**config.mk**
```make
export PLATFORM = sky130hd
export DESIGN_NAME = chassis_thermal_shutdown_supervisor_flat
export DESIGN_NICKNAME = d
export VERILOG_FILES = /design/src/rtl/ctss_pkg.sv /design/src/rtl/ctss_if.sv /design/src/rtl/chassis_thermal_shutdown_supervisor.sv /design/src/flat_wrapper.sv
export SDC_FILE = /design/constraint.sdc
export NUM_CORES = 1
export LEC_CHECK = 0
export BUFFER_PORTS_ARGS = -buffer_cell sky130_fd_sc_hd__buf_4
export CELL_PAD_IN_SITES_DETAIL_PLACEMENT = 0
export CELL_PAD_IN_SITES_GLOBAL_PLACEMENT = 1
export CORE_UTILIZATION = 49
export DETAILED_ROUTE_END_ITERATION = 10
export PLACE_DENSITY = 0.82
export SYNTH_ARGS = -nofsm -noshare
export SYNTH_HDL_FRONTEND = slang
export SYNTH_SLANG_ARGS = --single-unit
```
**constraint.sdc**
```tcl
create_clock -name clk -period 9.5 [get_ports clk]
set_input_delay 0.95 -clock clk [delete_from_list [all_inputs] [get_ports clk]]
set_output_delay 0.95 -clock clk [all_outputs]
set_load 0.01 [all_outputs]
```
**src/rtl/ctss_pkg.sv**
```systemverilog
// ----------------------------------------------------------------------------
// ctss_pkg
// Types, codes, card mapping helpers and the sequencer program.
// ----------------------------------------------------------------------------
package ctss_pkg;

  localparam int SENSOR_COUNT = 72;
  localparam int LINE_CARDS   = 8;
  localparam int ID_W         = 7;
  localparam int TEMP_W       = 18;
  localparam int CNT_W        = 5;
  localparam int ADDR_W       = $clog2(SENSOR_COUNT);
  localparam int CFG_IDX_W    = 2;
  localparam int CFG_DATA_W   = 5;
  localparam int PC_W         = 5;
  localparam int LC_W         = $clog2(LINE_CARDS);

  localparam logic [CNT_W-1:0] CNT_MAX = '1;

  // sensor id map
  localparam logic [ID_W-1:0] LC_LO_LAST   = 7'd24;
  localparam logic [ID_W-1:0] FC_A1_FIRST  = 7'd31;
  localparam logic [ID_W-1:0] FC_A1_LAST   = 7'd36;
  localparam logic [ID_W-1:0] LC_HI_FIRST  = 7'd37;
  localparam logic [ID_W-1:0] LC_HI_LAST   = 7'd60;
  localparam logic [ID_W-1:0] FC_B1_FIRST  = 7'd67;
  localparam logic [ID_W-1:0] ID_LAST      = 7'(SENSOR_COUNT);

  // read status codes
  localparam logic [1:0] ST_OK     = 2'd0;
  localparam logic [1:0] ST_ABSENT = 2'd1;
  localparam logic [1:0] ST_IO_ERR = 2'd2;

  typedef enum logic [2:0] {
    ACT_WARN      = 3'd0,
    ACT_LC_LOCAL  = 3'd1,
    ACT_LC_REMOTE = 3'd2,
    ACT_FC_OFF    = 3'd3,
    ACT_MAC_RESET = 3'd4,
    ACT_CPU_RESET = 3'd5
  } action_t;

  typedef enum logic [CFG_IDX_W-1:0] {
    REG_ENABLE    = 2'd0,
    REG_OWN_SLOT  = 2'd1,
    REG_RETRY     = 2'd2,
    REG_SELF_OFF  = 2'd3
  } reg_idx_t;

  // sequencer step kind
  typedef enum logic [1:0] {
    Q_IDLE,
    Q_UPDATE,
    Q_NEXT,
    Q_FINISH
  } seq_t;

  // emit condition select
  typedef enum logic [2:0] {
    C_NEVER,
    C_WARN,
    C_LINE_HOT,
    C_FAB_NB,
    C_FAB_OWN,
    C_OTHERS,
    C_ITSELF
  } cond_t;

  // target select
  typedef enum logic [1:0] {
    T_SENSOR,
    T_LC,
    T_FC_NB,
    T_OWN_SLOT
  } tsel_t;

  typedef struct packed {
    seq_t            seq;
    cond_t           cond;
    tsel_t           tsel;
    action_t         act;
    logic [LC_W-1:0] lc;
    logic            unit;
    logic            cause;
  } ctrl_t;

  typedef struct packed {
    action_t         action;
    logic [ID_W-1:0] target;
    logic            unit;
    logic            cause;
  } res_t;

  // program labels
  localparam logic [PC_W-1:0] PC_IDLE   = 5'd0;
  localparam logic [PC_W-1:0] PC_UPD    = 5'd1;
  localparam logic [PC_W-1:0] PC_HOT_LC = 5'd2;
  localparam logic [PC_W-1:0] PC_FIN    = 5'd25;

  function automatic ctrl_t ucode(input logic [PC_W-1:0] pc);
    ctrl_t cw;
    logic [PC_W-1:0] ofs;
    cw  = '{seq: Q_NEXT, cond: C_NEVER, tsel: T_SENSOR, act: ACT_WARN,
            lc: '0, unit: 1'b0, cause: 1'b0};
    ofs = '0;
    case (pc) inside
      5'd0: cw.seq = Q_IDLE;
      5'd1: begin
        cw.seq  = Q_UPDATE;
        cw.cond = C_WARN;
      end
      [5'd2:5'd9]: begin
        ofs     = pc - PC_HOT_LC;
        cw.cond = C_LINE_HOT;
        cw.tsel = T_LC;
        cw.act  = ACT_LC_LOCAL;
        cw.lc   = ofs[LC_W-1:0];
      end
      5'd10: begin
        cw.cond = C_FAB_NB;
        cw.tsel = T_FC_NB;
        cw.act  = ACT_FC_OFF;
      end
      5'd11: begin
        cw.cond = C_FAB_OWN;
        cw.tsel = T_OWN_SLOT;
        cw.act  = ACT_FC_OFF;
      end
      [5'd12:5'd19]: begin
        ofs      = pc - 5'd12;
        cw.cond  = C_OTHERS;
        cw.tsel  = T_LC;
        cw.act   = ACT_LC_LOCAL;
        cw.lc    = ofs[LC_W-1:0];
        cw.cause = 1'b1;
      end
      5'd20: begin
        cw.cond  = C_OTHERS;
        cw.tsel  = T_FC_NB;
        cw.act   = ACT_FC_OFF;
        cw.cause = 1'b1;
      end
      5'd21, 5'd22: begin
        cw.cond  = C_OTHERS;
        cw.tsel  = T_OWN_SLOT;
        cw.act   = ACT_MAC_RESET;
        cw.unit  = pc[0] ^ 1'b1;
        cw.cause = 1'b1;
      end
      5'd23: begin
        cw.cond  = C_OTHERS;
        cw.tsel  = T_OWN_SLOT;
        cw.act   = ACT_CPU_RESET;
        cw.unit  = 1'b1;
        cw.cause = 1'b1;
      end
      5'd24: begin
        cw.cond  = C_ITSELF;
        cw.tsel  = T_OWN_SLOT;
        cw.act   = ACT_FC_OFF;
        cw.cause = 1'b1;
      end
      5'd25: cw.seq = Q_FINISH;
      default: cw.seq = Q_FINISH;
    endcase
    return cw;
  endfunction

  function automatic logic is_line(input logic [ID_W-1:0] id);
    return (id <= LC_LO_LAST) || (id >= LC_HI_FIRST && id <= LC_HI_LAST);
  endfunction

  // six sensors per line card, low half then high half
  function automatic logic [LC_W-1:0] lc_of(input logic [ID_W-1:0] id);
    logic [ID_W-1:0] v;
    logic [1:0]      grp;
    v   = (id <= LC_LO_LAST) ? id - 7'd1 : id - LC_HI_FIRST;
    grp = (v >= 7'd18) ? 2'd3 : (v >= 7'd12) ? 2'd2 : (v >= 7'd6) ? 2'd1 : 2'd0;
    return {id > LC_LO_LAST, grp};
  endfunction

  function automatic logic fab_idx_of(input logic [ID_W-1:0] id);
    return (id >= FC_A1_FIRST && id <= FC_A1_LAST) || (id >= FC_B1_FIRST);
  endfunction

endpackage

```
**src/rtl/ctss_if.sv**
```systemverilog
// ----------------------------------------------------------------------------
// ctss_in_if / ctss_out_if
// Valid/ready channels for sensor readings and supervisor actions.
// ----------------------------------------------------------------------------
interface ctss_in_if;
  import ctss_pkg::*;

  logic                     valid;
  logic                     ready;
  logic [ID_W-1:0]          sensor_id;
  logic signed [TEMP_W-1:0] temperature;
  logic signed [TEMP_W-1:0] warn_level;
  logic signed [TEMP_W-1:0] trip_level;
  logic [1:0]               read_status;
  logic                     scan_end;

  modport source (output valid, sensor_id, temperature, warn_level, trip_level,
                  read_status, scan_end, input ready);
  modport sink   (input valid, sensor_id, temperature, warn_level, trip_level,
                  read_status, scan_end, output ready);
endinterface

interface ctss_out_if;
  import ctss_pkg::*;

  logic            valid;
  logic            ready;
  logic [2:0]      action;
  logic [ID_W-1:0] target;
  logic            unit;
  logic            cause;
  logic            run_end;

  modport source (output valid, action, target, unit, cause, run_end, input ready);
  modport sink   (input valid, action, target, unit, cause, run_end, output ready);
endinterface

```
**src/rtl/chassis_thermal_shutdown_supervisor.sv**
```systemverilog
// ----------------------------------------------------------------------------
// chassis_thermal_shutdown_supervisor
// Per-reading thermal and io-error checks with warnings and end-of-scan
// shutdown and reset actions, run by a small microcoded sequencer.
// ----------------------------------------------------------------------------
//
//  channel | dir | handshake          | payload
//  --------+-----+--------------------+------------------------------------------
//  in_ch   | in  | valid/ready        | sensor_id, temperature, warn/trip, status,
//          |     |                    | scan_end
//  out_ch  | out | valid/ready        | action, target, unit, cause, run_end
//  cfg     | in  | cfg_we, no wait    | cfg_index, cfg_wdata
//
//  An item without scan_end goes through accept, update and finish; an item
//  closing a scan walks every program step. Disabled, an item is only accepted.
//  The program walks one action slot per cycle unless the output stalls.
//  Output stalls freeze the program on the step that needs to emit.
//  Reset is synchronous: counters read zero through per-entry valid bits,
//  per-scan flags clear, registers return to enable=1, slot 0, 2, 20.
//
module chassis_thermal_shutdown_supervisor (
  input  logic                             clk,
  input  logic                             rst_n,
  ctss_in_if.sink                          in_ch,
  ctss_out_if.source                       out_ch,
  input  logic                             cfg_we,
  input  logic [ctss_pkg::CFG_IDX_W-1:0]   cfg_index,
  input  logic [ctss_pkg::CFG_DATA_W-1:0]  cfg_wdata
);
  import ctss_pkg::*;

  // configuration
  logic             enable_r;
  logic [1:0]       own_slot_r;
  logic [CNT_W-1:0] retry_r;
  logic [CNT_W-1:0] self_off_r;

  // sequencer
  logic [PC_W-1:0] pc_r, pc_nxt;
  ctrl_t           cw;

  // captured item
  logic [ID_W-1:0]          id_r;
  logic signed [TEMP_W-1:0] temp_r, warn_r, trip_r;
  logic [1:0]               status_r;
  logic                     end_r;

  // error counter store
  logic [CNT_W-1:0]        cnt_mem [SENSOR_COUNT];
  logic [SENSOR_COUNT-1:0] cnt_vld_r;
  logic [CNT_W-1:0]        rd_cnt_r;
  logic [ADDR_W-1:0]       rd_addr, addr;
  logic                    mem_we;

  // per-scan flags
  logic [LINE_CARDS-1:0] line_hot_r, line_hot_nxt;
  logic [1:0]            fabric_hot_r, fabric_hot_nxt;
  logic                  off_others_r, off_others_nxt;
  logic                  off_itself_r, off_itself_nxt;

  // one-deep hold so run_end can mark the last action of an item
  logic pend_vld_r, pend_vld_nxt;
  res_t pend_r, pend_nxt;
  logic out_vld_r, out_vld_nxt;
  res_t out_r, out_nxt;
  logic out_end_r, out_end_nxt;

  logic                     in_fire, id_ok, in_id_ok;
  logic [CNT_W-1:0]         old_cnt, new_cnt;
  logic signed [TEMP_W-1:0] eff_t, eff_w, eff_p;
  logic                     warn_hit, trip_hit;
  logic                     cond_ok, out_free, stall;
  logic                     nb_idx, own_idx;
  res_t                     res;

  assign cw      = ucode(pc_r);
  assign in_fire = in_ch.valid && in_ch.ready;
  assign in_ch.ready = (cw.seq == Q_IDLE);

  assign in_id_ok = (in_ch.sensor_id != '0) && (in_ch.sensor_id <= ID_LAST);
  assign rd_addr  = in_id_ok ? ADDR_W'(in_ch.sensor_id - 7'd1) : '0;
  assign id_ok    = (id_r != '0) && (id_r <= ID_LAST);
  assign addr     = id_ok ? ADDR_W'(id_r - 7'd1) : '0;

  // counter update
  assign old_cnt = cnt_vld_r[addr] ? rd_cnt_r : '0;
  always_comb begin
    case (status_r)
      ST_OK:     new_cnt = '0;
      ST_IO_ERR: new_cnt = (old_cnt == CNT_MAX) ? CNT_MAX : old_cnt + 5'd1;
      default:   new_cnt = old_cnt;
    endcase
  end

  // a reading that is not ok compares as zero against zero
  assign eff_t    = (status_r == ST_OK) ? temp_r : '0;
  assign eff_w    = (status_r == ST_OK) ? warn_r : '0;
  assign eff_p    = (status_r == ST_OK) ? trip_r : '0;
  assign warn_hit = id_ok && (eff_t > eff_w);
  assign trip_hit = id_ok && (eff_t > eff_p);

  assign own_idx = own_slot_r[0];
  assign nb_idx  = ~own_slot_r[0];

  always_comb begin
    case (cw.cond)
      C_WARN:     cond_ok = warn_hit;
      C_LINE_HOT: cond_ok = line_hot_r[cw.lc];
      C_FAB_NB:   cond_ok = fabric_hot_r[nb_idx];
      C_FAB_OWN:  cond_ok = fabric_hot_r[own_idx];
      C_OTHERS:   cond_ok = off_others_r;
      C_ITSELF:   cond_ok = off_itself_r;
      default:    cond_ok = 1'b0;
    endcase
  end

  // action word from the control word
  always_comb begin
    res.action = cw.act;
    res.unit   = cw.unit;
    res.cause  = cw.cause;
    case (cw.tsel)
      T_SENSOR: res.target = id_r;
      T_LC: begin
        res.target = ID_W'(cw.lc);
        // low line slots are local to fabric slots 0 and 1
        res.action = ((!cw.lc[LC_W-1]) == (!own_slot_r[1])) ? ACT_LC_LOCAL
                                                             : ACT_LC_REMOTE;
      end
      T_FC_NB:    res.target = ID_W'({own_slot_r[1], nb_idx});
      T_OWN_SLOT: res.target = ID_W'(own_slot_r);
      default:    res.target = id_r;
    endcase
  end

  assign out_free = !out_vld_r || out_ch.ready;
  assign stall    = pend_vld_r && !out_free &&
                    (cond_ok || (cw.seq == Q_FINISH));
  assign mem_we   = (cw.seq == Q_UPDATE) && id_ok;

  always_comb begin
    pc_nxt         = pc_r;
    line_hot_nxt   = line_hot_r;
    fabric_hot_nxt = fabric_hot_r;
    off_others_nxt = off_others_r;
    off_itself_nxt = off_itself_r;
    pend_vld_nxt   = pend_vld_r;
    pend_nxt       = pend_r;
    out_vld_nxt    = out_vld_r && !out_ch.ready;
    out_nxt        = out_r;
    out_end_nxt    = out_end_r;

    if (!stall) begin
      case (cw.seq)
        Q_IDLE:   pc_nxt = (in_fire && enable_r) ? PC_UPD : PC_IDLE;
        Q_UPDATE: pc_nxt = end_r ? PC_HOT_LC : PC_FIN;
        Q_FINISH: pc_nxt = PC_IDLE;
        default:  pc_nxt = pc_r + 5'd1;
      endcase

      if (cw.seq == Q_UPDATE && id_ok) begin
        if (trip_hit) begin
          if (is_line(id_r)) line_hot_nxt[lc_of(id_r)] = 1'b1;
          else               fabric_hot_nxt[fab_idx_of(id_r)] = 1'b1;
        end
        if (new_cnt != '0) begin
          if (new_cnt == retry_r)
            off_others_nxt = 1'b1;
          else if (new_cnt > retry_r && new_cnt >= self_off_r)
            off_itself_nxt = 1'b1;
        end
      end

      if (cond_ok) begin
        if (pend_vld_r) begin
          out_vld_nxt = 1'b1;
          out_nxt     = pend_r;
          out_end_nxt = 1'b0;
        end
        pend_vld_nxt = 1'b1;
        pend_nxt     = res;
      end

      if (cw.seq == Q_FINISH) begin
        if (pend_vld_r) begin
          out_vld_nxt  = 1'b1;
          out_nxt      = pend_r;
          out_end_nxt  = 1'b1;
          pend_vld_nxt = 1'b0;
        end
        if (end_r) begin
          line_hot_nxt   = '0;
          fabric_hot_nxt = '0;
          off_others_nxt = 1'b0;
          off_itself_nxt = 1'b0;
        end
      end
    end
  end

  // control state
  always_ff @(posedge clk) begin
    if (!rst_n) begin
      pc_r         <= PC_IDLE;
      line_hot_r   <= '0;
      fabric_hot_r <= '0;
      off_others_r <= 1'b0;
      off_itself_r <= 1'b0;
      pend_vld_r   <= 1'b0;
      out_vld_r    <= 1'b0;
      cnt_vld_r    <= '0;
    end else begin
      pc_r         <= pc_nxt;
      line_hot_r   <= line_hot_nxt;
      fabric_hot_r <= fabric_hot_nxt;
      off_others_r <= off_others_nxt;
      off_itself_r <= off_itself_nxt;
      pend_vld_r   <= pend_vld_nxt;
      out_vld_r    <= out_vld_nxt;
      if (mem_we) cnt_vld_r[addr] <= 1'b1;
    end
  end

  // configuration registers
  always_ff @(posedge clk) begin
    if (!rst_n) begin
      enable_r   <= 1'b1;
      own_slot_r <= 2'd0;
      retry_r    <= 5'd2;
      self_off_r <= 5'd20;
    end else if (cfg_we) begin
      case (reg_idx_t'(cfg_index))
        REG_ENABLE:   enable_r   <= cfg_wdata[0];
        REG_OWN_SLOT: own_slot_r <= cfg_wdata[1:0];
        REG_RETRY:    retry_r    <= cfg_wdata[CNT_W-1:0];
        REG_SELF_OFF: self_off_r <= cfg_wdata[CNT_W-1:0];
        default:      enable_r   <= enable_r;
      endcase
    end
  end

  // payload registers
  always_ff @(posedge clk) begin
    pend_r    <= pend_nxt;
    out_r     <= out_nxt;
    out_end_r <= out_end_nxt;
    if (in_fire) begin
      id_r     <= in_ch.sensor_id;
      temp_r   <= in_ch.temperature;
      warn_r   <= in_ch.warn_level;
      trip_r   <= in_ch.trip_level;
      status_r <= in_ch.read_status;
      end_r    <= in_ch.scan_end;
    end
  end

  // counter memory: registered read at accept, write on update
  always_ff @(posedge clk) begin
    if (mem_we) cnt_mem[addr] <= new_cnt;
    if (in_fire) rd_cnt_r <= cnt_mem[rd_addr];
  end

  assign out_ch.valid   = out_vld_r;
  assign out_ch.action  = out_r.action;
  assign out_ch.target  = out_r.target;
  assign out_ch.unit    = out_r.unit;
  assign out_ch.cause   = out_r.cause;
  assign out_ch.run_end = out_end_r;

endmodule

```
**src/flat_wrapper.sv**
```systemverilog
// flat-port wrapper written by rule: the top's interface ports become plain ports
module chassis_thermal_shutdown_supervisor_flat import ctss_pkg::*;
  (clk, rst_n, cfg_we, cfg_index, cfg_wdata, in_ch_valid, in_ch_sensor_id, in_ch_temperature, in_ch_warn_level, in_ch_trip_level, in_ch_read_status, in_ch_scan_end, in_ch_ready, out_ch_valid, out_ch_action, out_ch_target, out_ch_unit, out_ch_cause, out_ch_run_end, out_ch_ready);
  ctss_in_if in_ch_i ();
  ctss_out_if out_ch_i ();
  input  logic clk;
  input  logic rst_n;
  input  logic cfg_we;
  input  logic [ctss_pkg::CFG_IDX_W-1:0] cfg_index;
  input  logic [ctss_pkg::CFG_DATA_W-1:0] cfg_wdata;
  input wire logic [$bits(in_ch_i.valid)-1:0] in_ch_valid;
  input wire logic [$bits(in_ch_i.sensor_id)-1:0] in_ch_sensor_id;
  input wire logic [$bits(in_ch_i.temperature)-1:0] in_ch_temperature;
  input wire logic [$bits(in_ch_i.warn_level)-1:0] in_ch_warn_level;
  input wire logic [$bits(in_ch_i.trip_level)-1:0] in_ch_trip_level;
  input wire logic [$bits(in_ch_i.read_status)-1:0] in_ch_read_status;
  input wire logic [$bits(in_ch_i.scan_end)-1:0] in_ch_scan_end;
  output wire logic [$bits(in_ch_i.ready)-1:0] in_ch_ready;
  output wire logic [$bits(out_ch_i.valid)-1:0] out_ch_valid;
  output wire logic [$bits(out_ch_i.action)-1:0] out_ch_action;
  output wire logic [$bits(out_ch_i.target)-1:0] out_ch_target;
  output wire logic [$bits(out_ch_i.unit)-1:0] out_ch_unit;
  output wire logic [$bits(out_ch_i.cause)-1:0] out_ch_cause;
  output wire logic [$bits(out_ch_i.run_end)-1:0] out_ch_run_end;
  input wire logic [$bits(out_ch_i.ready)-1:0] out_ch_ready;
  assign in_ch_i.valid = in_ch_valid;
  assign in_ch_i.sensor_id = in_ch_sensor_id;
  assign in_ch_i.temperature = in_ch_temperature;
  assign in_ch_i.warn_level = in_ch_warn_level;
  assign in_ch_i.trip_level = in_ch_trip_level;
  assign in_ch_i.read_status = in_ch_read_status;
  assign in_ch_i.scan_end = in_ch_scan_end;
  assign in_ch_ready = in_ch_i.ready;
  assign out_ch_valid = out_ch_i.valid;
  assign out_ch_action = out_ch_i.action;
  assign out_ch_target = out_ch_i.target;
  assign out_ch_unit = out_ch_i.unit;
  assign out_ch_cause = out_ch_i.cause;
  assign out_ch_run_end = out_ch_i.run_end;
  assign out_ch_i.ready = out_ch_ready;
  chassis_thermal_shutdown_supervisor u_core (.clk(clk), .rst_n(rst_n), .in_ch(in_ch_i), .out_ch(out_ch_i), .cfg_we(cfg_we), .cfg_index(cfg_index), .cfg_wdata(cfg_wdata));
endmodule
```
==> results of run 1 <==
==> kinds of logic after synthesis <==
| kind of cell | count (synthesis) |
|---|---|
| muxes | 76 |
| and+or+nand+nor | 835 |
| xor gates and xnor gates | 12 |
| buffers and inverters | 150 |
| adders and majority gates | 59 |
| DFF | 558 |
| AOI/OAI and AO/OA | 418 |
==> worst max-delay path by stage <==
| stage | startpoint | end | slack, ns | depth (start not counted) |
|---|---|---|---|---|
| floorplan | u_core.id_r[0] | u_core.off_itself_r | 1.11 | 26 |
| global placement | u_core.id_r[1] | u_core.off_itself_r | 3.28 | 21 |
| detailed placement | u_core.id_r[1] | u_core.off_itself_r | 3.10 | 21 |
| CTS | u_core.id_r[0] | u_core.off_itself_r | 3.10 | 21 |
| global route | u_core.id_r[0] | u_core.off_itself_r | 2.60 | 21 |
| finish | u_core.id_r[0] | u_core.off_itself_r | 3.07 | 21 |
==> state kept, by name, indices dropped and copies added, names as in the netlist, 5 cells and up, named ones only <==
register           flops
u_core.self_off_r      5
u_core.retry_r         5
u_core.warn_r         18
u_core.trip_r         18
u_core.cnt_vld_r      72
u_core.cnt_mem       360
u_core.id_r            7
u_core.temp_r         18
u_core.rd_cnt_r        5
u_core.pc_r            5
u_core.pend_r         12
u_core.line_hot_r      8
==> Yosys cell counts, types with 9 or more instances <==
library cell	count	area share, %
o221ai_1	44	1.5
inv_1	29	0.44
nand2_1	278	4.2
clkbuf_1	94	1.4
buf_2	12	0.24
nor3_1	21	0.42
o21a_1	18	0.54
ha_1	59	3.0
o22ai_1	12	0.30
or3_1	55	1.4
mux2_2	9	0.41
nor2_1	284	4.3
o211ai_1	13	0.39
nand2b_1	24	0.60
dfxtp_1	104	8.3
edfxtp_1	454	55
nand3_1	31	0.62
mux2i_1	43	1.7
o21ai_0	112	2.2
nor2b_1	18	0.45
and2_1	26	0.65
nand4_1	13	0.33
a21oi_1	61	1.2
a21o_1	10	0.30
o31ai_1	11	0.33
mux4_2	21	1.9
a31oi_1	56	1.4
and3_1	43	1.1
==> worst min-delay path, stage by stage (launching register included) <==
cell	delay, ns
dfxtp_1	0.31
nand2_1	0.05
o21ai_1	0.05
==> per-layer routing <==
metal / share of wire [%] / routed length [um] / global-route usage [%]
met1: 43 / 26800 / 32.9
met2: 49 / 30500 / 40.9
met3: 6.0 / 3740 / 3.91
met4: 2.5 / 1590 / 7.10
met5: 0 / 0 / 0
==> area by class of cell <==
cell class / count / area share, %
well taps: 672 / 2.99
inverters: 30 / 0.401
clock inverters: 28 / 0.753
repair buffers: 112 / 2.99
multi-input cells: 1400 / 30.9
clock buffers: 78 / 5.98
flip-flops and latches: 558 / 55.9
==> metrics by stage <==
| stage | setup slack, ns | power (mW) |
|---|---|---|
| floorplan | 1.11 | 3.24 |
| global placement | 3.28 | 3.46 |
| detailed placement | 3.10 | 3.47 |
| CTS | 3.10 | 5.68 |
| global route | 2.60 | 5.83 |
| finish | 3.07 | 5.64 |
==> power breakdown <==
part           total (mW)  switching, mW  internal (mW)  leakage [nW]
clock network        2.22          0.932           1.29         0.944
logic               0.643          0.434          0.210          3.87
registers            2.78         0.0236           2.76          5.01
==> summary.md, run 1 <==
| Metric | Value |
|---|---|
| Max-slew headroom at the worst pin | `15.4%` |
| Sequential cell area | `15700 sq um` |
| WL per Instance | `21.8 um` |
| Syn Std Cell Area | `24900 sq um` |
| Die H | `228 um` |
| Area of the die | `51800 sq um` |
| RR Endpoint | `u_core.off_itself_r` |
| Synth warn | `0` |
| Hold buffers post-CTS | `0` |
| Vias | `16949` |
| Final WL | `62600 um` |
| RR Startpoint | `u_core.id_r[0]` |
| Placeable Area | `50200 sq um` |
| Post-synthesis compound-gate area fraction | `11.5%` |
| Pleak | `9.82 nW` |
| FP Rows | `82` |
| Resized Gates After CTS | `0` |
| Skew-Pair Late Insertion Delay | `0.61 ns` |
| Filler Cell Count | `4117` |
| Worst-path clk slew | `0.06 ns` |
| Hold slack | `0.461 ns` |
| Hold-critical path depth | `2` |
| Syn Nets | `2243` |
| Main combinational cell family by area after synthesis | `simple AND/OR/NAND/NOR gates` |
| Max Fclk | `0.155 GHz` |
| CP most frequent cell | `ha_1` |
| Commonest cells after routing, fill and taps aside | `edfxtp_1 (454), nor2_1 (278), nand2_1 (278), buf_4 (112), o21ai_0 (111)` |
| Mux contribution to synthesized area | `4.22%` |
| Fin area | `28100 sq um` |
| Max incr delay on CP | `0.86 ns` |
| Hold WC Path Type | `reg2reg` |
| Avg Cell Area, Syn | `11.8 sq um` |
| CTS Sinks | `558` |
| Area of the multi-input gates | `8690 sq um` |
| CP startpoint kind | `register` |
| Crit path buffers/inverters | `2` |
| Num ports | `91` |
| Status | `completed` |
| Remaining DRCs | `0` |
| Synth Area in XOR/XNOR | `0.421%` |
| Cell family with most CP delay | `compound AO/OA/AOI/OAI gates` |
| Adder-Cell Fraction of Synth Area | `2.96%` |
| Largest net degree at the start of global routing | `88` |
| Initial detailed-routing violation count | `1568` |
| Placed insts | `2772` |
| Vias/cell | `5.89` |
| Pre-antenna DRT Iters | `5` |
| Critical Path End Type | `register` |
| Post-route ant nets | `0` |
| Critical Path RT | `9.98 ns` |
| Longest Clk Path Bufs | `3` |
| Critical path class | `reg2reg` |
| CTS buffer count | `56` |
| Ant. Diodes | `0` |
| Post-Synth Simple-Gate Area | `15.4%` |
| Post-synthesis sequential area ratio | `63.0%` |
| Remaining global-route overflow | `0` |
| Worst-margin pin slew | `1.27 ns` |
| Area after DPL | `26200 sq um` |
| Nets | `2293` |
| Post-layout util | `56.0%` |
| Yosys reg bits | `558` |
| R2r worst-path depth | `21` |
| Initial Util | `49.7%` |
| Aggregate negative setup slack | `0 ns` |
| First-pass GRT wire length | `95800 um` |
| Vias in the first global route | `16501` |
| Crit path DAT | `6.91 ns` |
| Main synth FF type | `edfxtp_1` |
| Mapped Cells | `2108` |
| Worst path cell trace | `inv_1 -> ha_1 -> xor2_1 -> nor2_1 -> a21oi_2 -> o22a_1 -> a31oi_1 -> nor4_4 -> and2_4 -> nand2_2 -> inv_1 -> ha_1 -> and4_1 -> o2111ai_1 -> a21oi_4 -> ha_1 -> a21o_1 -> a21oi_1 -> nor2b_1 -> o221ai_1 -> o21ai_1` |
| Power Dens Cells | `201 nW/um^2` |
| EDFF count, synth | `454` |
| Fin. max-slew vios | `0` |
| Antenna violations before repair | `1` |
| # port buffers | `90` |
| Ys async rst share | `0%` |
| Final Setup Violations | `0` |
| H-tree Lvls | `2` |
| Gr usage total | `24.4%` |
| Final HPWL DP | `41200 um` |
| Die X | `228 um` |
| Final Non-Filler Cells | `2878` |
| CTS Root Buffer Type | `clkbuf_16` |
| Share of cells above drive strength 1 | `13.0%` |
| Peak supply drop | `0.000148 V` |
| Worst Clk Skew | `0.0221 ns` |
| RSZ-0062 raised after global routing | `false` |
| Number of max-cap violations | `0` |
| Shortest period the worst path allows | `6.43 ns` |
| CTS tree | `done` |
| Flop-to-flop setup slack | `3.07 ns` |
| Area growth syn-to-layout | `12.6%` |
| Worst Hold End | `u_core.off_others_r` |
| Slowest cell on crit path | `a21oi_4` |
| Post-CTS Repair Setup Buffers | `0` |
| Final worst-path cycle share | `67.7%` |
| Hold Violations, Final | `0` |
| Gpl congestion | `0.893` |
| Crit Path Max Fanout | `36` |
| Commonest non-fill, non-tap cell in the layout | `edfxtp_1` |
| Post-synth cell types | `94` |
| Worst hold start | `u_core.off_others_r` |
(Power assumes the default switching activity.)
==> run 2: changes to the inputs <==
CORE_UTILIZATION = 46   (was 49)
PLACE_DENSITY = 0.81   (was 0.82)
clock period = 5.64 ns   (was 9.5 ns; I/O delays follow)
==> run 2 against run 1 <==
Against the previous run:
- die area grew 6.5%
- worst setup slack lost 2.7 ns
- critical path depth grew 2
- register-to-register slack lost 2.7 ns
- global-route usage shrank 1.6 points
- sequential power grew 68%
- utilization shrank 2.5 points
- critical path type unchanged
- largest cell class unchanged
- largest power group unchanged
==> summary.md, run 2 (synthesis gave the netlist of run 1 again) <==
| Metric | Value |
|---|---|
| Max reg flops | `360 (unchanged)` |
| Antenna violations before repair | `0 (-1)` |
| Vias in the first global route | `16911 (+2.5%)` |
| Aggregate negative setup slack | `0 ns (unchanged)` |
| Wire length on met2 | `30700 um (+0.92%)` |
| Switching share of power | `24.4% (-0.19 points)` |
| Die X | `235 um (+3.2%)` |
| Total Power | `9.62 mW (+70%)` |
| First-pass GRT wire length | `97800 um (+2.0%)` |
| Peak supply drop | `0.000234 V (+59%)` |
| Routed metal-1 wirelength | `26900 um (+0.17%)` |
| Top sig layer | `met4` |
| Commonest cells after routing, fill and taps aside | `edfxtp_1 (454), nor2_1 (278), nand2_1 (278), buf_4 (132), o21ai_0 (110)` |
| Vias/cell | `5.90 (+0.15%)` |
| Area after DPL | `26500 sq um (+0.97%)` |
| Max Fclk | `0.191 GHz (+23%)` |
| Crit path DAT | `5.74 ns (-1.17 ns)` |
| Crit Path Max Fanout | `10 (-72%)` |
| Initial Util | `47.0% (-2.7 points)` |
| Vias | `17204 (+1.5%)` |
| Final Setup Violations | `0 (unchanged)` |
| Power Dens Cells | `339 nW/um^2 (+69%)` |
| Longest Clk Path Bufs | `3 (unchanged)` |
| Largest net degree at the start of global routing | `96 (+9.1%)` |
| Num ports | `91 (unchanged)` |
| Shortest period the worst path allows | `5.25 ns (-1.18 ns)` |
| Hold slack | `0.132 ns (-0.329 ns)` |
| Share of cells above drive strength 1 | `13.7% (+0.73 points)` |
| CTS Sinks | `558 (unchanged)` |
| Placed insts | `2811 (+1.4%)` |
| Gr usage total | `22.8% (-1.6 points)` |
| Remaining DRCs | `0 (unchanged)` |
| Max-slew headroom at the worst pin | `21.5% (+6.1 points)` |
| CTS buffer count | `56 (unchanged)` |
| Commonest non-fill, non-tap cell in the layout | `edfxtp_1` |
| Skew-Pair Late Insertion Delay | `0.61 ns (about the same)` |
| H-tree Lvls | `2 (unchanged)` |
| Die H | `235 um (+3.2%)` |
| Remaining global-route overflow | `0 (unchanged)` |
| Power Internal | `7.27 mW (+71%)` |
| Fin. max-slew vios | `0 (unchanged)` |
| RSZ-0062 raised after global routing | `false` |
| Flop-to-flop setup slack | `0.39 ns (-2.68 ns)` |
| Top Registers | `u_core.cnt_mem x360, u_core.cnt_vld_r x72` |
| Post-CTS Repair Setup Buffers | `0 (unchanged)` |
| Post-route ant nets | `0 (unchanged)` |
| Final WL | `63300 um (+1.2%)` |
| CP startpoint kind | `register` |
| Worst Clk Skew | `0.0212 ns (-0.000827 ns)` |
| Number of max-cap violations | `0 (unchanged)` |
| Final worst-path cycle share | `93.1% (+25 points)` |
| Final HPWL DP | `41800 um (+1.5%)` |
| Final Non-Filler Cells | `2917 (+1.4%)` |
| Met3 WL post-DR | `4000 um (+7.0%)` |
| Status | `completed` |
| Fin area | `28400 sq um (+1.0%)` |
| CTS tree | `done` |
| Gpl congestion | `0.908 (+1.7%)` |
| WL per Instance | `21.7 um (-0.19%)` |
| Sequential Power Share | `48.5% (-0.7 points)` |
| Largest reg by FF count | `u_core.cnt_mem` |
| CTS Root Buffer Type | `clkbuf_16` |
| # port buffers | `90 (unchanged)` |
| Initial detailed-routing violation count | `1752 (+12%)` |
| Critical Path End Type | `register` |
| Gate power share | `11.9% (+0.5 points)` |
| Net Switching | `2.35 mW (+69%)` |
| Pleak | `9.94 nW (+1.1%)` |
| Worst-margin pin slew | `1.17 ns (-0.0963 ns)` |
| FP Rows | `84 (+2.4%)` |
| Placeable Area | `53100 sq um (+5.8%)` |
| Worst-path clk slew | `0.06 ns (about the same)` |
| Hold WC Path Type | `in2reg` |
| Area of the die | `55200 sq um (+6.5%)` |
| Critical path class | `reg2reg` |
| Pre-antenna DRT Iters | `6 (+1)` |
| Clock share of power | `39.5% (about the same)` |
| Nets | `2316 (+1.0%)` |
| Area growth syn-to-layout | `13.8%` |
| Hold Violations, Final | `0 (unchanged)` |
| Critical Path RT | `6.13 ns (-3.85 ns)` |
==> run 2: cell count changes in the layout (fill, tap and decap cells not counted), sizes merged <==
cell and delta:
buf +23, clkinv -8, clkinvlp +4, bufinv +3, diode +2, inv -1
==> run 2: worst max-delay path: stages, from the launching register on <==
cell       delay, ns
edfxtp_1        0.39
inv_1           0.15
ha_1            0.32
buf_4           0.22
nand2b_1        0.18
a2111oi_4       0.49
nor2_1          0.21
o21ai_1         0.26
a31oi_1         0.17
nor4_4          0.43
and2_4          0.23
nand2_2         0.07
inv_1           0.07
ha_1            0.16
and4_1          0.34
a31oi_1         0.17
o21ai_4         0.21
ha_1            0.25
a21o_1          0.15
a21o_1          0.17
a21oi_1         0.17
nor2b_1         0.07
o221ai_1        0.16
o21ai_1         0.09
==> run 2: worst paths after layout <==
| path | start | end | cells after the start |
|---|---|---|---|
| min reg2reg | u_core.cnt_vld_r[61] | u_core.cnt_vld_r[61] | 2 |
| max reg2reg | u_core.id_r[1] | u_core.off_itself_r | 23 |
| min | in_ch_warn_level[2] | u_core.warn_r[2] | 1 |
| max | u_core.id_r[1] | u_core.off_itself_r | 23 |
==> run 2: metrics by stage <==
step                util, %  worst slack (ns)
floorplan                 -           0.00222
global placement       49.8             0.477
detailed placement     49.8             0.388
CTS                    53.4             0.339
global route           53.5            0.0166
finish                 53.5             0.391
==> run 2: cell type report <==
| cell class | instances | area (sq um) |
|---|---|---|
| antenna | 2 | 5.00 |
| sequential | 558 | 15700 |
| tap | 688 | 861 |
| clock inverter | 26 | 269 |
| timing repair buffer | 135 | 1050 |
| multi-input combinational | 1400 | 8730 |
| clock buffer | 78 | 1640 |
| inverter | 30 | 113 |
| fill | 4402 | 24700 |
==> run 2: metal layers <==
metal,global-route usage [%],vias to the layer above
met1,30.3,8487
met3,3.45,98
met2,38.4,616
li1,-,8003
met4,7.44,0
met5,0,-
==> run 2: power by group through the flow <==
stage | logic (mW) | registers, mW | clock network, mW
3_3_place_gp | 1.12 | 4.76 | 0
4_1_cts | 1.15 | 4.67 | 3.86
2_1_floorplan | 0.707 | 4.75 | 0
5_1_grt | 1.24 | 4.67 | 4.02
6_report | 1.15 | 4.67 | 3.80
3_5_place_dp | 1.15 | 4.76 | 0
==> run 2: what timing repair did <==
action | 4_1_cts | 5_1_grt
hold endpoints to repair | 0 | 0
setup endpoints to repair | 0 | 1
hold buffers | 0 | 0
gates resized for setup | 0 | 1
==> run 3: changes to the inputs <==
GPL_TIMING_DRIVEN = 0   (was unset)
==> run 3 against run 2 <==
Against the previous run:
- sequential cell count did not move
- register-to-register slack lost 0.30 ns
- total power grew 3.9%
- global-route usage up 2.5 points
- clock power grew 5.5%
- non-clock buffer count is 108 higher
- worst hold slack got worse by 0.016 ns
- fmax decreased by 5.4%
- die area did not move
- combinational power up 15%
- largest power group unchanged
==> summary.md, run 3 (synthesis gave the netlist of run 1 again) <==
| Metric | Value |
|---|---|
| RR Startpoint | `u_core.id_r[0]` |
| Filler Cell Count | `4423 (+0.48%)` |
| Gr usage total | `25.3% (+2.5 points)` |
| Nets | `2425 (+4.7%)` |
| Commonest non-fill, non-tap cell in the layout | `edfxtp_1` |
| Largest net degree at the start of global routing | `74 (-23%)` |
| H-tree Lvls | `2 (unchanged)` |
| Num ports | `91 (unchanged)` |
| Flop-to-flop setup slack | `0.09 ns (-0.30 ns)` |
| Busiest grt layer | `met2` |
| Final HPWL DP | `49700 um (+19%)` |
| Worst-path clk slew | `0.06 ns (about the same)` |
| Aggregate negative setup slack | `0 ns (unchanged)` |
| Max Fclk | `0.180 GHz (-5.4%)` |
| Ant. Diodes | `0 (-2)` |
| Setup crit start | `u_core.id_r[0]` |
| Crit Path Max Fanout | `10 (unchanged)` |
| CTS Sinks | `558 (unchanged)` |
| Worst hold start | `in_ch_temperature[10]` |
| Peak supply drop | `0.000279 V (+19%)` |
| Critical Path RT | `6.14 ns (about the same)` |
| Antenna violations before repair | `2 (+2)` |
| # port buffers | `89 (-1.1%)` |
| Remaining DRCs | `0 (unchanged)` |
| Crit path DAT | `6.05 ns (+0.31 ns)` |
| Pleak | `10.3 nW (+3.2%)` |
| Hold-critical path depth | `1 (unchanged)` |
| Worst-margin pin slew | `0.988 ns (-0.185 ns)` |
| Met3 usage | `4.12% (+0.67 points)` |
| Max-slew headroom at the worst pin | `33.6% (+12 points)` |
| Initial detailed-routing violation count | `1827 (+4.3%)` |
| Vias | `18022 (+4.8%)` |
| Die X | `235 um (unchanged)` |
| Placed insts | `2895 (+3.0%)` |
| Clock share of power | `40.1% (+0.6 points)` |
| Hold buffers post-CTS | `0 (unchanged)` |
| M1 GR Usage | `34.5% (+4.2 points)` |
| Critical Path End Type | `register` |
| Max reg flops | `360 (unchanged)` |
| Post-route ant nets | `0 (unchanged)` |
| Fin. max-slew vios | `0 (unchanged)` |
| RR Endpoint | `u_core.off_itself_r` |
| Worst Clk Skew | `0.0283 ns (+0.00709 ns)` |
| Final worst-path cycle share | `98.4% (+5.3 points)` |
| Skew-Pair Late Insertion Delay | `0.64 ns (+0.03 ns)` |
| Area of the die | `55200 sq um (unchanged)` |
| FP Rows | `84 (unchanged)` |
| Critical path class | `reg2reg` |
| CP startpoint kind | `register` |
| Number of max-cap violations | `0 (unchanged)` |
| Placeable Area | `53100 sq um (unchanged)` |
| RSZ-0062 raised after global routing | `true` |
| WL per Instance | `23.3 um (+7.1%)` |
| Die H | `235 um (unchanged)` |
| Top Registers | `u_core.cnt_mem x360, u_core.cnt_vld_r x72` |
| Initial Util | `47.0% (unchanged)` |
| Vias/cell | `5.96 (+0.98%)` |
| Power Internal | `7.48 mW (+2.9%)` |
| Sequential Power Share | `46.7% (-1.8 points)` |
| Final Setup Violations | `0 (unchanged)` |
| CTS Root Buffer Type | `clkbuf_16` |
| Status | `completed` |
| Hold WC Path Type | `in2reg` |
| Switching share of power | `25.1% (+0.69 points)` |
| Worst Hold End | `u_core.temp_r[10]` |
| R2r worst-path depth | `26 (+13%)` |
| Remaining global-route overflow | `0 (unchanged)` |
| CTS tree | `done` |
| Pre-antenna DRT Iters | `6 (unchanged)` |
| Net Switching | `2.51 mW (+6.8%)` |
| Area growth syn-to-layout | `16.9%` |
| Gate power share | `13.2% (+1.3 points)` |
| Met2 usage | `41.2% (+2.8 points)` |
| Final Non-Filler Cells | `3026 (+3.7%)` |
| Share of cells above drive strength 1 | `14.5% (+0.80 points)` |
| Power Dens Cells | `343 nW/um^2 (+1.1%)` |
| Gpl congestion | `0.945 (+4.1%)` |
| Vias in the first global route | `17733 (+4.9%)` |
| Largest reg by FF count | `u_core.cnt_mem` |
| Final WL | `70400 um (+11%)` |
| Post-layout util | `54.9% (+1.5 points)` |
| Longest Clk Path Bufs | `3 (unchanged)` |
| Hold Violations, Final | `0 (unchanged)` |
| Commonest cells after routing, fill and taps aside | `edfxtp_1 (454), nor2_1 (280), nand2_1 (277), buf_4 (115), o21ai_0 (109)` |
| CTS buffer count | `56 (unchanged)` |
| Shortest period the worst path allows | `5.55 ns (+0.301 ns)` |
| First-pass GRT wire length | `107000 um (+9.2%)` |
run 3: cell types whose count changed in the layout (fill, tap and decap cells not counted), sizes merged:
| cell | delta |
|---|---|
| clkinvlp | -3 |
| diode | -2 |
| clkbuf | +83 |
| inv | -2 |
| buf | +13 |
| clkinv | +12 |
| nor2 | +1 |
| bufinv | +7 |
run 3: worst max path at each step:
stage,to,cells after the start
global placement,u_core.off_itself_r,26
CTS,u_core.off_itself_r,26
detailed placement,u_core.rd_cnt_r[3],18
finish,u_core.off_itself_r,26
floorplan,u_core.off_itself_r,26
global route,u_core.off_itself_r,27
run 3: stage by stage:
step | cell area [sq um] | power, mW | worst slack [ns] | hold slack [ns]
final | 29200 | 9.99 | 0.0906 | 0.116
after floorplan | 25000 | 5.46 | 0.00222 | 0.425
after detailed placement | 26800 | 5.97 | -1.12 | 0.446
after global placement | 26500 | 5.89 | -2.43 | 0.439
after CTS | 29000 | 9.99 | -0.223 | 0.0845
after global routing | 29200 | 10.3 | -0.202 | 0.0978
run 3: routing by layer:
| metal | share of wire (%) | wire length, um |
|---|---|---|
| met2 | 47 | 33300 |
| met1 | 42 | 29600 |
| met5 | 0.036 | 25 |
| met3 | 7.5 | 5310 |
| met4 | 3.0 | 2140 |
run 3: layout make-up:
type,instances,area (sq um),share of cell area [%]
Inverter,30,119,0.408
Clock buffer,66,1440,4.93
Multi-Input combinational cell,1401,8840,30.3
Clock inverter,40,537,1.84
Tap cell,688,861,2.95
Buffer,120,538,1.85
Timing Repair Buffer,123,1110,3.82
Sequential cell,558,15700,53.9
run 3: critical path, cell delays in order, from the launching register on:
cell	delay, ns
edfxtp_1	0.37
buf_6	0.18
clkbuf_8	0.21
clkinvlp_4	0.11
buf_4	0.19
ha_1	0.25
nor2b_4	0.17
a2111oi_4	0.28
buf_4	0.19
mux4_1	0.55
or2b_1	0.24
a31oi_1	0.24
nor4_4	0.10
buf_4	0.15
and3_4	0.17
ha_1	0.23
and4_4	0.22
nor2_1	0.09
a21boi_0	0.10
o22ai_2	0.32
nor2_4	0.08
ha_1	0.31
and3_1	0.18
o21ai_0	0.07
o21ai_0	0.10
o221ai_1	0.20
o21ai_1	0.09
run 3: repair_timing:
action	4_1_cts	5_1_grt
resized for setup	27	33
pin swaps	8	7
endpoints found under the setup margin	263	251
buffers inserted	13	11
cloned	1	0
run 3: power by group through the flow:
stage | Clock, mW | Combinational, mW | Sequential [mW]
floorplan | 0 | 0.707 | 4.75
global placement | 0 | 1.12 | 4.77
detailed placement | 0 | 1.22 | 4.75
CTS | 4.05 | 1.27 | 4.66
global route | 4.20 | 1.41 | 4.67
finish | 4.01 | 1.32 | 4.66
